File: src/sv/pidfd_pkg.sv
// pidfd_pkg: shared types, constants and helpers for the filtered-derivative pid block
// no dependencies
`default_nettype none
package pidfd_pkg;
    localparam int unsigned SAMPLE_PERIOD_DEF = 655;
    localparam int unsigned SampleW = 17;

    localparam logic [31:0] KP_RST   = 32'sd65536;
    localparam logic [31:0] KI_RST   = 32'd0;
    localparam logic [31:0] KD_RST   = 32'd0;
    localparam logic [30:0] TAU_RST  = 31'd1310;
    localparam logic [31:0] IUL_RST  = 32'd327680;
    localparam logic [31:0] ILL_RST  = -32'sd327680;
    localparam logic [31:0] OUL_RST  = 32'd655360;
    localparam logic [31:0] OLL_RST  = -32'sd655360;

    typedef enum logic [2:0] {
        REG_KP  = 3'd0,
        REG_KI  = 3'd1,
        REG_KD  = 3'd2,
        REG_TAU = 3'd3,
        REG_IUL = 3'd4,
        REG_ILL = 3'd5,
        REG_OUL = 3'd6,
        REG_OLL = 3'd7
    } reg_idx_t;

    // sequencer phases
    typedef enum logic [3:0] {
        ST_IDLE,
        ST_ERR,
        ST_MUL_P,
        ST_MUL_KIT,
        ST_MUL_INC,
        ST_INTEG,
        ST_MUL_D,
        ST_MUL_M,
        ST_DIV,
        ST_SUM,
        ST_OUT
    } state_t;

    // operand select for the shared serial multiplier
    typedef struct packed {
        logic        start;
        logic [63:0] mag_a;
        logic [63:0] mag_b;
        logic        neg;
        logic [4:0]  shift;
    } mul_req_t;

    function automatic logic signed [31:0] sat32(input logic signed [65:0] x);
        if (x > 66'sd2147483647)
            return 32'sh7fffffff;
        else if (x < -66'sd2147483648)
            return 32'sh80000000;
        else
            return x[31:0];
    endfunction
endpackage
`default_nettype wire

File: src/sv/pidfd_mul.sv
// pidfd_mul: bit-serial shift-and-add multiplier with rounded right shift
// depends on pidfd_pkg
`default_nettype none
module pidfd_mul
    import pidfd_pkg::*;
(
    input  wire logic                aclk,
    input  wire logic                aresetn,
    input  wire mul_req_t            req,
    output logic                     done,
    output logic signed [65:0]       result
);
    logic [63:0] acc_reg, acc_next;
    logic [63:0] a_reg, a_next;
    logic [63:0] b_reg, b_next;
    logic        neg_reg, neg_next;
    logic [4:0]  sh_reg, sh_next;
    logic        busy_reg, busy_next;
    logic [63:0] rnd;
    logic [63:0] q;

    // one multiplier bit per cycle; finishes when remaining bits are zero
    always_comb begin
        acc_next  = acc_reg;
        a_next    = a_reg;
        b_next    = b_reg;
        neg_next  = neg_reg;
        sh_next   = sh_reg;
        busy_next = busy_reg;
        done      = 1'b0;
        if (req.start) begin
            acc_next  = '0;
            a_next    = req.mag_a;
            b_next    = req.mag_b;
            neg_next  = req.neg;
            sh_next   = req.shift;
            busy_next = 1'b1;
        end else if (busy_reg) begin
            if (b_reg == '0) begin
                busy_next = 1'b0;
                done      = 1'b1;
            end else begin
                if (b_reg[0])
                    acc_next = acc_reg + a_reg;
                a_next = {a_reg[62:0], 1'b0};
                b_next = {1'b0, b_reg[63:1]};
            end
        end
    end

    assign rnd    = 64'd1 << (sh_reg - 5'd1);
    assign q      = (acc_reg + rnd) >> sh_reg;
    assign result = neg_reg ? -$signed({2'b00, q}) : $signed({2'b00, q});

    always_ff @(posedge aclk) begin
        if (!aresetn) begin
            busy_reg <= 1'b0;
        end else begin
            busy_reg <= busy_next;
        end
        acc_reg <= acc_next;
        a_reg   <= a_next;
        b_reg   <= b_next;
        neg_reg <= neg_next;
        sh_reg  <= sh_next;
    end
endmodule
`default_nettype wire

File: src/sv/pid_controller_filtered_derivative.sv
// pid_controller_filtered_derivative: top level, sequencer with serial multiply and divide
// depends on pidfd_pkg and pidfd_mul
//
// channel   dir   ports                                   handshake
// s_        in    s_setpoint, s_measurement               s_valid / s_ready
// m_        out   m_control_out                           m_valid / m_ready
// cfg       in    cfg_wr_en, cfg_index, cfg_wdata         write on enable
//
// an item passes from the input transfer to the output register through five serial
// multiplies, each stepping once per significant bit of the second operand, and a
// restoring divider of 64 quotient bits plus a rounding step.
// the output phase stalls while the previous result is still waiting on m_ready.
// reset returns the registers to their defaults and clears the filter state.
// the next item can be taken in the same cycle that the result sits in the output register.
`default_nettype none
module pid_controller_filtered_derivative
    import pidfd_pkg::*;
#(
    parameter int unsigned SAMPLE_PERIOD = SAMPLE_PERIOD_DEF
) (
    input  wire logic               aclk,
    input  wire logic               aresetn,
    input  wire logic               s_valid,
    output logic                    s_ready,
    input  wire logic signed [31:0] s_setpoint,
    input  wire logic signed [31:0] s_measurement,
    output logic                    m_valid,
    input  wire logic               m_ready,
    output logic signed [31:0]      m_control_out,
    input  wire logic               cfg_wr_en,
    input  wire logic [2:0]         cfg_index,
    input  wire logic [31:0]        cfg_wdata
);
    localparam logic [SampleW-1:0] TS = SampleW'(SAMPLE_PERIOD);

    logic signed [31:0] kp_reg, ki_reg, kd_reg, iul_reg, ill_reg, oul_reg, oll_reg;
    logic [30:0]        tau_reg;

    logic signed [31:0] last_err_reg, integ_reg, last_meas_reg, dterm_reg;
    logic signed [31:0] last_err_next, integ_next, last_meas_next, dterm_next;
    logic signed [31:0] sp_reg, sp_next, meas_reg, meas_next;
    logic signed [31:0] err_reg, err_next, prop_reg, prop_next, kit_reg, kit_next;
    logic signed [31:0] inc_reg, inc_next, dd_reg, dd_next;
    logic signed [31:0] deriv_reg, deriv_next;
    logic signed [31:0] out_reg, out_next;
    logic               out_vld_reg, out_vld_next;
    logic               issued_reg, issued_next;
    state_t             state_reg, state_next;

    // divider
    logic [63:0] dq_reg, dq_next;
    logic [33:0] drem_reg, drem_next;
    logic [6:0]  dcnt_reg, dcnt_next;
    logic        dneg_reg, dneg_next;
    logic [32:0] den;
    logic [33:0] dtrial;

    mul_req_t           mreq;
    logic               mdone;
    logic signed [65:0] mres;

    pidfd_mul u_mul (
        .aclk    (aclk),
        .aresetn (aresetn),
        .req     (mreq),
        .done    (mdone),
        .result  (mres)
    );

    function automatic logic [63:0] mag64(input logic signed [65:0] x);
        logic [65:0] u;
        u = x[65] ? 66'(-x) : 66'(x);
        return u[63:0];
    endfunction

    logic signed [65:0] w_a, w_b, lim_hi, lim_lo, integ_c, ysum, num;
    logic signed [31:0] integ_cl, y_cl;
    logic [63:0]        num_mag;

    assign den    = {1'b0, tau_reg, 1'b0} + 33'(TS);
    assign dtrial = {drem_reg[32:0], dq_reg[63]} - {1'b0, den};

    always_comb begin
        state_next     = state_reg;
        sp_next        = sp_reg;
        meas_next      = meas_reg;
        err_next       = err_reg;
        prop_next      = prop_reg;
        kit_next       = kit_reg;
        inc_next       = inc_reg;
        dd_next        = dd_reg;
        deriv_next     = deriv_reg;
        last_err_next  = last_err_reg;
        integ_next     = integ_reg;
        last_meas_next = last_meas_reg;
        dterm_next     = dterm_reg;
        out_next       = out_reg;
        out_vld_next   = out_vld_reg;
        issued_next    = issued_reg;
        dq_next        = dq_reg;
        drem_next      = drem_reg;
        dcnt_next      = dcnt_reg;
        dneg_next      = dneg_reg;
        mreq           = '0;
        w_a            = '0;
        w_b            = '0;
        lim_hi         = '0;
        lim_lo         = '0;
        integ_c        = '0;
        integ_cl       = '0;
        ysum           = '0;
        y_cl           = '0;
        num            = '0;
        num_mag        = '0;
        s_ready        = 1'b0;

        if (out_vld_reg && m_ready)
            out_vld_next = 1'b0;

        case (state_reg)
            ST_IDLE: begin
                s_ready = 1'b1;
                if (s_valid) begin
                    sp_next    = s_setpoint;
                    meas_next  = s_measurement;
                    state_next = ST_ERR;
                end
            end
            ST_ERR: begin
                err_next    = sat32(66'(sp_reg) - 66'(meas_reg));
                issued_next = 1'b0;
                state_next  = ST_MUL_P;
            end
            ST_MUL_P, ST_MUL_KIT, ST_MUL_INC, ST_MUL_D, ST_MUL_M: begin
                case (state_reg)
                    ST_MUL_P: begin
                        w_a = 66'(kp_reg); w_b = 66'(err_reg); mreq.shift = 5'd16;
                    end
                    ST_MUL_KIT: begin
                        w_a = 66'(ki_reg); w_b = 66'(TS); mreq.shift = 5'd16;
                    end
                    ST_MUL_INC: begin
                        w_a = 66'(kit_reg); w_b = 66'(err_reg) + 66'(last_err_reg);
                        mreq.shift = 5'd17;
                    end
                    ST_MUL_D: begin
                        w_a = 66'(kd_reg); w_b = 66'(meas_reg) - 66'(last_meas_reg);
                        mreq.shift = 5'd15;
                    end
                    default: begin
                        w_a = 66'({tau_reg, 1'b0}) - 66'(TS); w_b = 66'(dterm_reg);
                        mreq.shift = 5'd16;
                    end
                endcase
                mreq.mag_a = mag64(w_a);
                mreq.mag_b = mag64(w_b);
                mreq.neg   = w_a[65] ^ w_b[65];
                if (!issued_reg) begin
                    mreq.start  = 1'b1;
                    issued_next = 1'b1;
                end else if (mdone) begin
                    issued_next = 1'b0;
                    case (state_reg)
                        ST_MUL_P: begin
                            prop_next = sat32(mres); state_next = ST_MUL_KIT;
                        end
                        ST_MUL_KIT: begin
                            kit_next = sat32(mres); state_next = ST_MUL_INC;
                        end
                        ST_MUL_INC: begin
                            inc_next = sat32(mres); state_next = ST_INTEG;
                        end
                        ST_MUL_D: begin
                            dd_next = sat32(mres); state_next = ST_MUL_M;
                        end
                        default: begin
                            state_next = ST_DIV;
                            num = 66'(sat32(mres)) - 66'(dd_reg);
                            num_mag   = mag64(num);
                            dq_next   = {num_mag[47:0], 16'd0};
                            dneg_next = num[65];
                            drem_next = '0;
                            dcnt_next = '0;
                        end
                    endcase
                end
            end
            ST_INTEG: begin
                integ_c  = 66'(sat32(66'(integ_reg) + 66'(inc_reg)));
                lim_hi   = (iul_reg > prop_reg) ? 66'(sat32(66'(iul_reg) - 66'(prop_reg))) : '0;
                lim_lo   = (ill_reg < prop_reg) ? 66'(sat32(66'(ill_reg) - 66'(prop_reg))) : '0;
                if (integ_c > lim_hi)
                    integ_cl = lim_hi[31:0];
                else if (integ_c < lim_lo)
                    integ_cl = lim_lo[31:0];
                else
                    integ_cl = integ_c[31:0];
                integ_next = integ_cl;
                state_next = ST_MUL_D;
            end
            ST_DIV: begin
                // restoring divide of (|num|<<16 + den/2) is done as rounding on remainder
                if (dcnt_reg == 7'd64) begin
                    // round: remainder*2 >= den rounds up (ties away)
                    if ({drem_reg, 1'b0} >= {2'b00, den})
                        dq_next = dq_reg + 64'd1;
                    state_next = ST_SUM;
                end else begin
                    if (!dtrial[33]) begin
                        drem_next = dtrial;
                        dq_next   = {dq_reg[62:0], 1'b1};
                    end else begin
                        drem_next = {drem_reg[32:0], dq_reg[63]};
                        dq_next   = {dq_reg[62:0], 1'b0};
                    end
                    dcnt_next = dcnt_reg + 7'd1;
                end
            end
            ST_SUM: begin
                deriv_next = sat32(dneg_reg ? -$signed({2'b00, dq_reg}) : $signed({2'b00, dq_reg}));
                state_next = ST_OUT;
            end
            ST_OUT: begin
                ysum = 66'(sat32(66'(prop_reg) + 66'(integ_reg) + 66'(deriv_reg)));
                if (ysum > 66'(oul_reg))
                    y_cl = oul_reg;
                else if (ysum < 66'(oll_reg))
                    y_cl = oll_reg;
                else
                    y_cl = ysum[31:0];
                if (!out_vld_reg || m_ready) begin
                    out_next       = y_cl;
                    out_vld_next   = 1'b1;
                    dterm_next     = deriv_reg;
                    last_meas_next = meas_reg;
                    last_err_next  = err_reg;
                    state_next     = ST_IDLE;
                end
            end
            default: state_next = ST_IDLE;
        endcase
    end

    assign m_valid       = out_vld_reg;
    assign m_control_out = out_reg;

    always_ff @(posedge aclk) begin
        if (!aresetn) begin
            state_reg     <= ST_IDLE;
            out_vld_reg   <= 1'b0;
            issued_reg    <= 1'b0;
            last_err_reg  <= '0;
            integ_reg     <= '0;
            last_meas_reg <= '0;
            dterm_reg     <= '0;
            kp_reg  <= KP_RST;
            ki_reg  <= KI_RST;
            kd_reg  <= KD_RST;
            tau_reg <= TAU_RST;
            iul_reg <= IUL_RST;
            ill_reg <= ILL_RST;
            oul_reg <= OUL_RST;
            oll_reg <= OLL_RST;
        end else begin
            state_reg     <= state_next;
            out_vld_reg   <= out_vld_next;
            issued_reg    <= issued_next;
            last_err_reg  <= last_err_next;
            integ_reg     <= integ_next;
            last_meas_reg <= last_meas_next;
            dterm_reg     <= dterm_next;
            if (cfg_wr_en) begin
                case (reg_idx_t'(cfg_index))
                    REG_KP:  kp_reg  <= cfg_wdata;
                    REG_KI:  ki_reg  <= cfg_wdata;
                    REG_KD:  kd_reg  <= cfg_wdata;
                    REG_TAU: tau_reg <= cfg_wdata[30:0];
                    REG_IUL: iul_reg <= cfg_wdata;
                    REG_ILL: ill_reg <= cfg_wdata;
                    REG_OUL: oul_reg <= cfg_wdata;
                    REG_OLL: oll_reg <= cfg_wdata;
                    default: ;
                endcase
            end
        end
        sp_reg    <= sp_next;
        meas_reg  <= meas_next;
        err_reg   <= err_next;
        prop_reg  <= prop_next;
        kit_reg   <= kit_next;
        inc_reg   <= inc_next;
        dd_reg    <= dd_next;
        deriv_reg <= deriv_next;
        out_reg   <= out_next;
        dq_reg    <= dq_next;
        drem_reg  <= drem_next;
        dcnt_reg  <= dcnt_next;
        dneg_reg  <= dneg_next;
    end
endmodule
`default_nettype wire
File: config.mk
export PLATFORM = sky130hd
export DESIGN_NAME = pid_controller_filtered_derivative
export DESIGN_NICKNAME = d
export VERILOG_FILES = /design/src/sv/pidfd_pkg.sv /design/src/sv/pidfd_mul.sv /design/src/sv/pid_controller_filtered_derivative.sv
export SDC_FILE = /design/constraint.sdc
export NUM_CORES = 2
export LEC_CHECK = 0
export ABC_AREA = 1
export BUFFER_PORTS_ARGS = -buffer_cell sky130_fd_sc_hd__buf_2
export CORE_MARGIN = 1.5
export CORE_UTILIZATION = 39
export DETAILED_ROUTE_END_ITERATION = 12
export PLACE_DENSITY_LB_ADDON = 0.1
export SETUP_SLACK_MARGIN = 0.5
export SYNTH_ARGS = -nofsm -noshare
export SYNTH_HDL_FRONTEND = slang
export SYNTH_HIERARCHICAL = 1
export SYNTH_SLANG_ARGS = --single-unit
File: constraint.sdc
create_clock -name aclk -period 13 [get_ports aclk]
set_input_delay 0.65 -clock aclk [delete_from_list [all_inputs] [get_ports aclk]]
set_output_delay 0.65 -clock aclk [all_outputs]
set_load 0.02 [all_outputs]
==> impl_metrics.py <==
metrics = {
    "yosys": {
        "synth-seq-cells": 982,
        "synth_cells": 12520,
        "synthFlopType": "edfxtp_1",
        "synthArstFlopShare": 0,
        "seq_area_frac_synth": 0.2983,
        "synth-edff-count": 528,
        "synth_area_mm2": 0.08361,
        "yosysWarnings": 6,
        "synth_top_cell_by_area": "edfxtp_1",
        "synth_top_area_frac": 0.1896,
        "synth_area_leaders": "edfxtp_1, nand2_1, dfxtp_1",
        "synth_area_per_cell_um2": 6.681,
        "synth_cell_types": 78,
    },
    "global_routing": {
        "grt_pass1_wl_um": 508700,
        "globalRouteOverflowTotal": 0,
        "track_usage": 0.3051,
        "grt_pass1_vias": 80540,
        "grt_max_degree": 116,
        "antenna_found_initial": 15,
    },
    "timing": {
        "max_slew_margin": 0.1650,
        "whs_ns": 0.3003,
        "rsz0062_at_grt": "false",
        "clock_skew_ns": 0.09316,
        "max_freq_mhz": 89.81,
        "final_max_slew_viol_count": 0,
        "fin_setup_tns_ns": 0,
        "fin_crit_ns": 11.13,
        "worst_pin_slew_ns": 1.249,
        "period_share": 0.8565,
        "setup_viol": 0,
        "hold_violations": 0,
    },
    "worst_hold_path": {
        "hold_depth": 3,
        "hold_start": "cfg_wdata[3]",
        "worstHoldEndpoint": "iul_reg[3]$_SDFFE_PN0P_",
        "min_path_type": "primary input to flop",
    },
    "placed_design": {
        "io_buffer_count": 137,
        "hpwl_um": 267700,
        "gp_congestion": 0.9560,
    },
    "die": {
        "num_rows": 169,
        "chipHeight_um": 466.0,
        "initial_core_util": 0.3934,
        "fp.dieW_um": 466.0,
        "core_area_mm2": 0.2125,
        "ios": 138,
        "die_area_mm2": 0.2172,
    },
    "worst_setup_path": {
        "cp.depth": 63,
        "timing.rr.end": "dq_reg[35]$_DFFE_PP_",
        "worstSetupStartpointType": "flop",
        "reg2reg_setup_slack_ns": 1.87,
        "critical_path.max_stage_delay_ns": 0.46,
        "cp_top_family": "simple AND/OR/NAND/NOR gates",
        "worst_ep_required_time_ns": 13.53,
        "crit_path_end_kind": "flop",
        "r2r_start": "u_mul/sh_reg[1]$_DFFE_PP_",
        "cp.arrival_ns": 11.67,
        "cpMostUsedCell": "nand2_1",
        "critPathSlowestCell": "fa_1",
        "crit_fanout": 34,
        "critPathBufInv": 12,
        "crit_type": "flop to flop",
        "reg2reg_depth": 63,
    },
    "cells_and_area": {
        "fillCellCount": 22420,
        "nets": 13180,
        "final_layout_size_suffix_gt1_frac": 0.05851,
        "syn_to_final_growth_pct": 9.613,
    },
    "route": {
        "wl_met1_um": 155400,
        "wl_met3_um": 20370,
        "drtIter0Drc": 8320,
        "top_layer": "met5",
        "via_per_inst": 5.544,
        "vias": 85600,
        "route.detailed.drc": 0,
        "dr_wl_met2_um": 151800,
        "routed_wl_um": 342500,
        "first_pass_iters": 8,
        "drtAntennaViolNets": 0,
        "routedWlPerCell_um": 22.19,
    },
    "cts": {
        "clk_latency_ns": 0.81,
        "cts_sinks": 982,
        "cts_root_buf": "clkbuf_16",
        "h-tree-depth": 3,
        "cts_resized": 0,
        "cts_tree": "yes",
        "path_clk_slew_ns": 0.07,
        "cts_made_buffers": 117,
        "cts_buffer_depth": 3,
        "postCtsSetupBuffers": 0,
    },
    "pwr": {
        "vdd_ir_drop_max_mv": 0.1380,
        "power.leakage_nw": 41.93,
        "p_per_area_mw_per_mm2": 214.9,
    },
    "run_status": {
        "status": "completed",
    },
    "flow_run": {
        "cap_violations": 0,
    },
}
## placed cells by master, fill, tap and decap left out, drive strengths merged, types with 9 or more instances in the layout
master / count
or4: 9
o211ai: 57
o221ai: 13
o21bai: 35
clkinv: 70
a22oi: 29
ha: 522
dfxtp: 454
a211oi: 22
a21boi: 20
bufinv: 15
nor3: 180
nand4: 158
a221oi: 20
xor2: 320
fa: 43
nor2: 1241
a31oi: 102
dlygate4sd3: 64
o21a: 28
nor4: 98
clkbuf: 154
conb: 63
o22ai: 23
edfxtp: 528
o21ai: 1014
nand3b: 62
buf: 225
nand2: 3200
nor3b: 13
xnor2: 121
and3: 11
or2: 40
o31ai: 14
nand3: 1225
a21o: 37
inv: 1439
a21oi: 896
a22o: 13
## per-layer routing
layer,GRT usage,up-vias
li1,-,41810
met1,0.4208,40340
met2,0.4870,2885
met3,0.03338,559
met4,0.1187,4
met5,0,-
## worst max-delay path by stage
stage	from	to	slack, ns
6_report	u_mul/sh_reg[1]$_DFFE_PP_	dq_reg[35]$_DFFE_PP_	1.87
5_1_grt	u_mul/sh_reg[1]$_DFFE_PP_	dq_reg[45]$_DFFE_PP_	0.50
4_1_cts	u_mul/sh_reg[1]$_DFFE_PP_	dq_reg[35]$_DFFE_PP_	1.93
3_5_place_dp	u_mul/sh_reg[1]$_DFFE_PP_	dq_reg[35]$_DFFE_PP_	1.92
3_3_place_gp	u_mul/sh_reg[1]$_DFFE_PP_	dq_reg[48]$_DFFE_PP_	2.03
2_1_floorplan	u_mul/sh_reg[0]$_DFFE_PP_	dq_reg[45]$_DFFE_PP_	3.87
## tightest hold or removal path: stages
cell and delay (ns):
buf_2 0.21, nor2_1 0.14, nor2_1 0.05
## Yosys cell counts (all sizes together), types with 98 or more instances
cell type and number:
nor2 1241, dfxtp 454, o21ai 1014, nand2 3200, clkbuf 303, nand4 158, edfxtp 528, xnor2 121
inv 1434, nand3 1225, xor2 320, buf 171, nor3 180, nor4 98, a31oi 102, ha 522
a21oi 896
## per-stage QoR
stage | instance area, um^2 | cells | worst slack (ns) | util | power [W]
finish | 91650 | 15440 | 1.866 | 0.4313 | 0.01969
detailed placement | 86850 | 15150 | 1.925 | 0.4087 | 0.01597
global placement | 86850 | 15150 | 2.028 | 0.4087 | 0.01595
floorplan | 83840 | 12580 | 3.869 | - | 0.01243
global route | 91640 | 15440 | 0.5004 | 0.4312 | 0.02117
CTS | 91640 | 15430 | 1.932 | 0.4312 | 0.01966
## timing repair
| item | in CTS | in global routing |
|---|---|---|
| endpoints found under the setup margin | 0 | 0 |
| hold endpoints to repair | 64 | 0 |
| hold buffers | 64 | 0 |
## area by class of cell
type | instances | area, um^2 | share of cell area
well taps | 2821 | 3530 | 0.03851
flip-flops and latches | 982 | 24940 | 0.2722
repair buffers | 289 | 1997 | 0.02179
clock buffers | 154 | 3294 | 0.03595
inverters | 1462 | 5490 | 0.05991
diodes | 4 | 10.01 | 0.0001092
clock inverters | 67 | 853.3 | 0.009311
multi-input cells | 9659 | 51530 | 0.5622
## logic make-up (layout without fill, tap and decap cells)
family	Yosys count	count (layout)	share of synthesized area
fa+ha+maj	565	565	0.08841
other cells	1	67	0.00004485
mux	1	1	0.0001197
simple gates	6242	6242	0.3229
buf+inv	1936	1972	0.08979
xor+xnor	441	441	0.04620
compound gates	2347	2347	0.1542
flops	982	982	0.2983
## report_power, final
group / total [W] / internal [W] / switching, W
registers: 0.00495 / 0.00431 / 0.000643
logic: 0.0112 / 0.00322 / 0.00794
clock network: 0.00358 / 0.00209 / 0.00149
No activity file was read; power rests on OpenSTA's default activity.
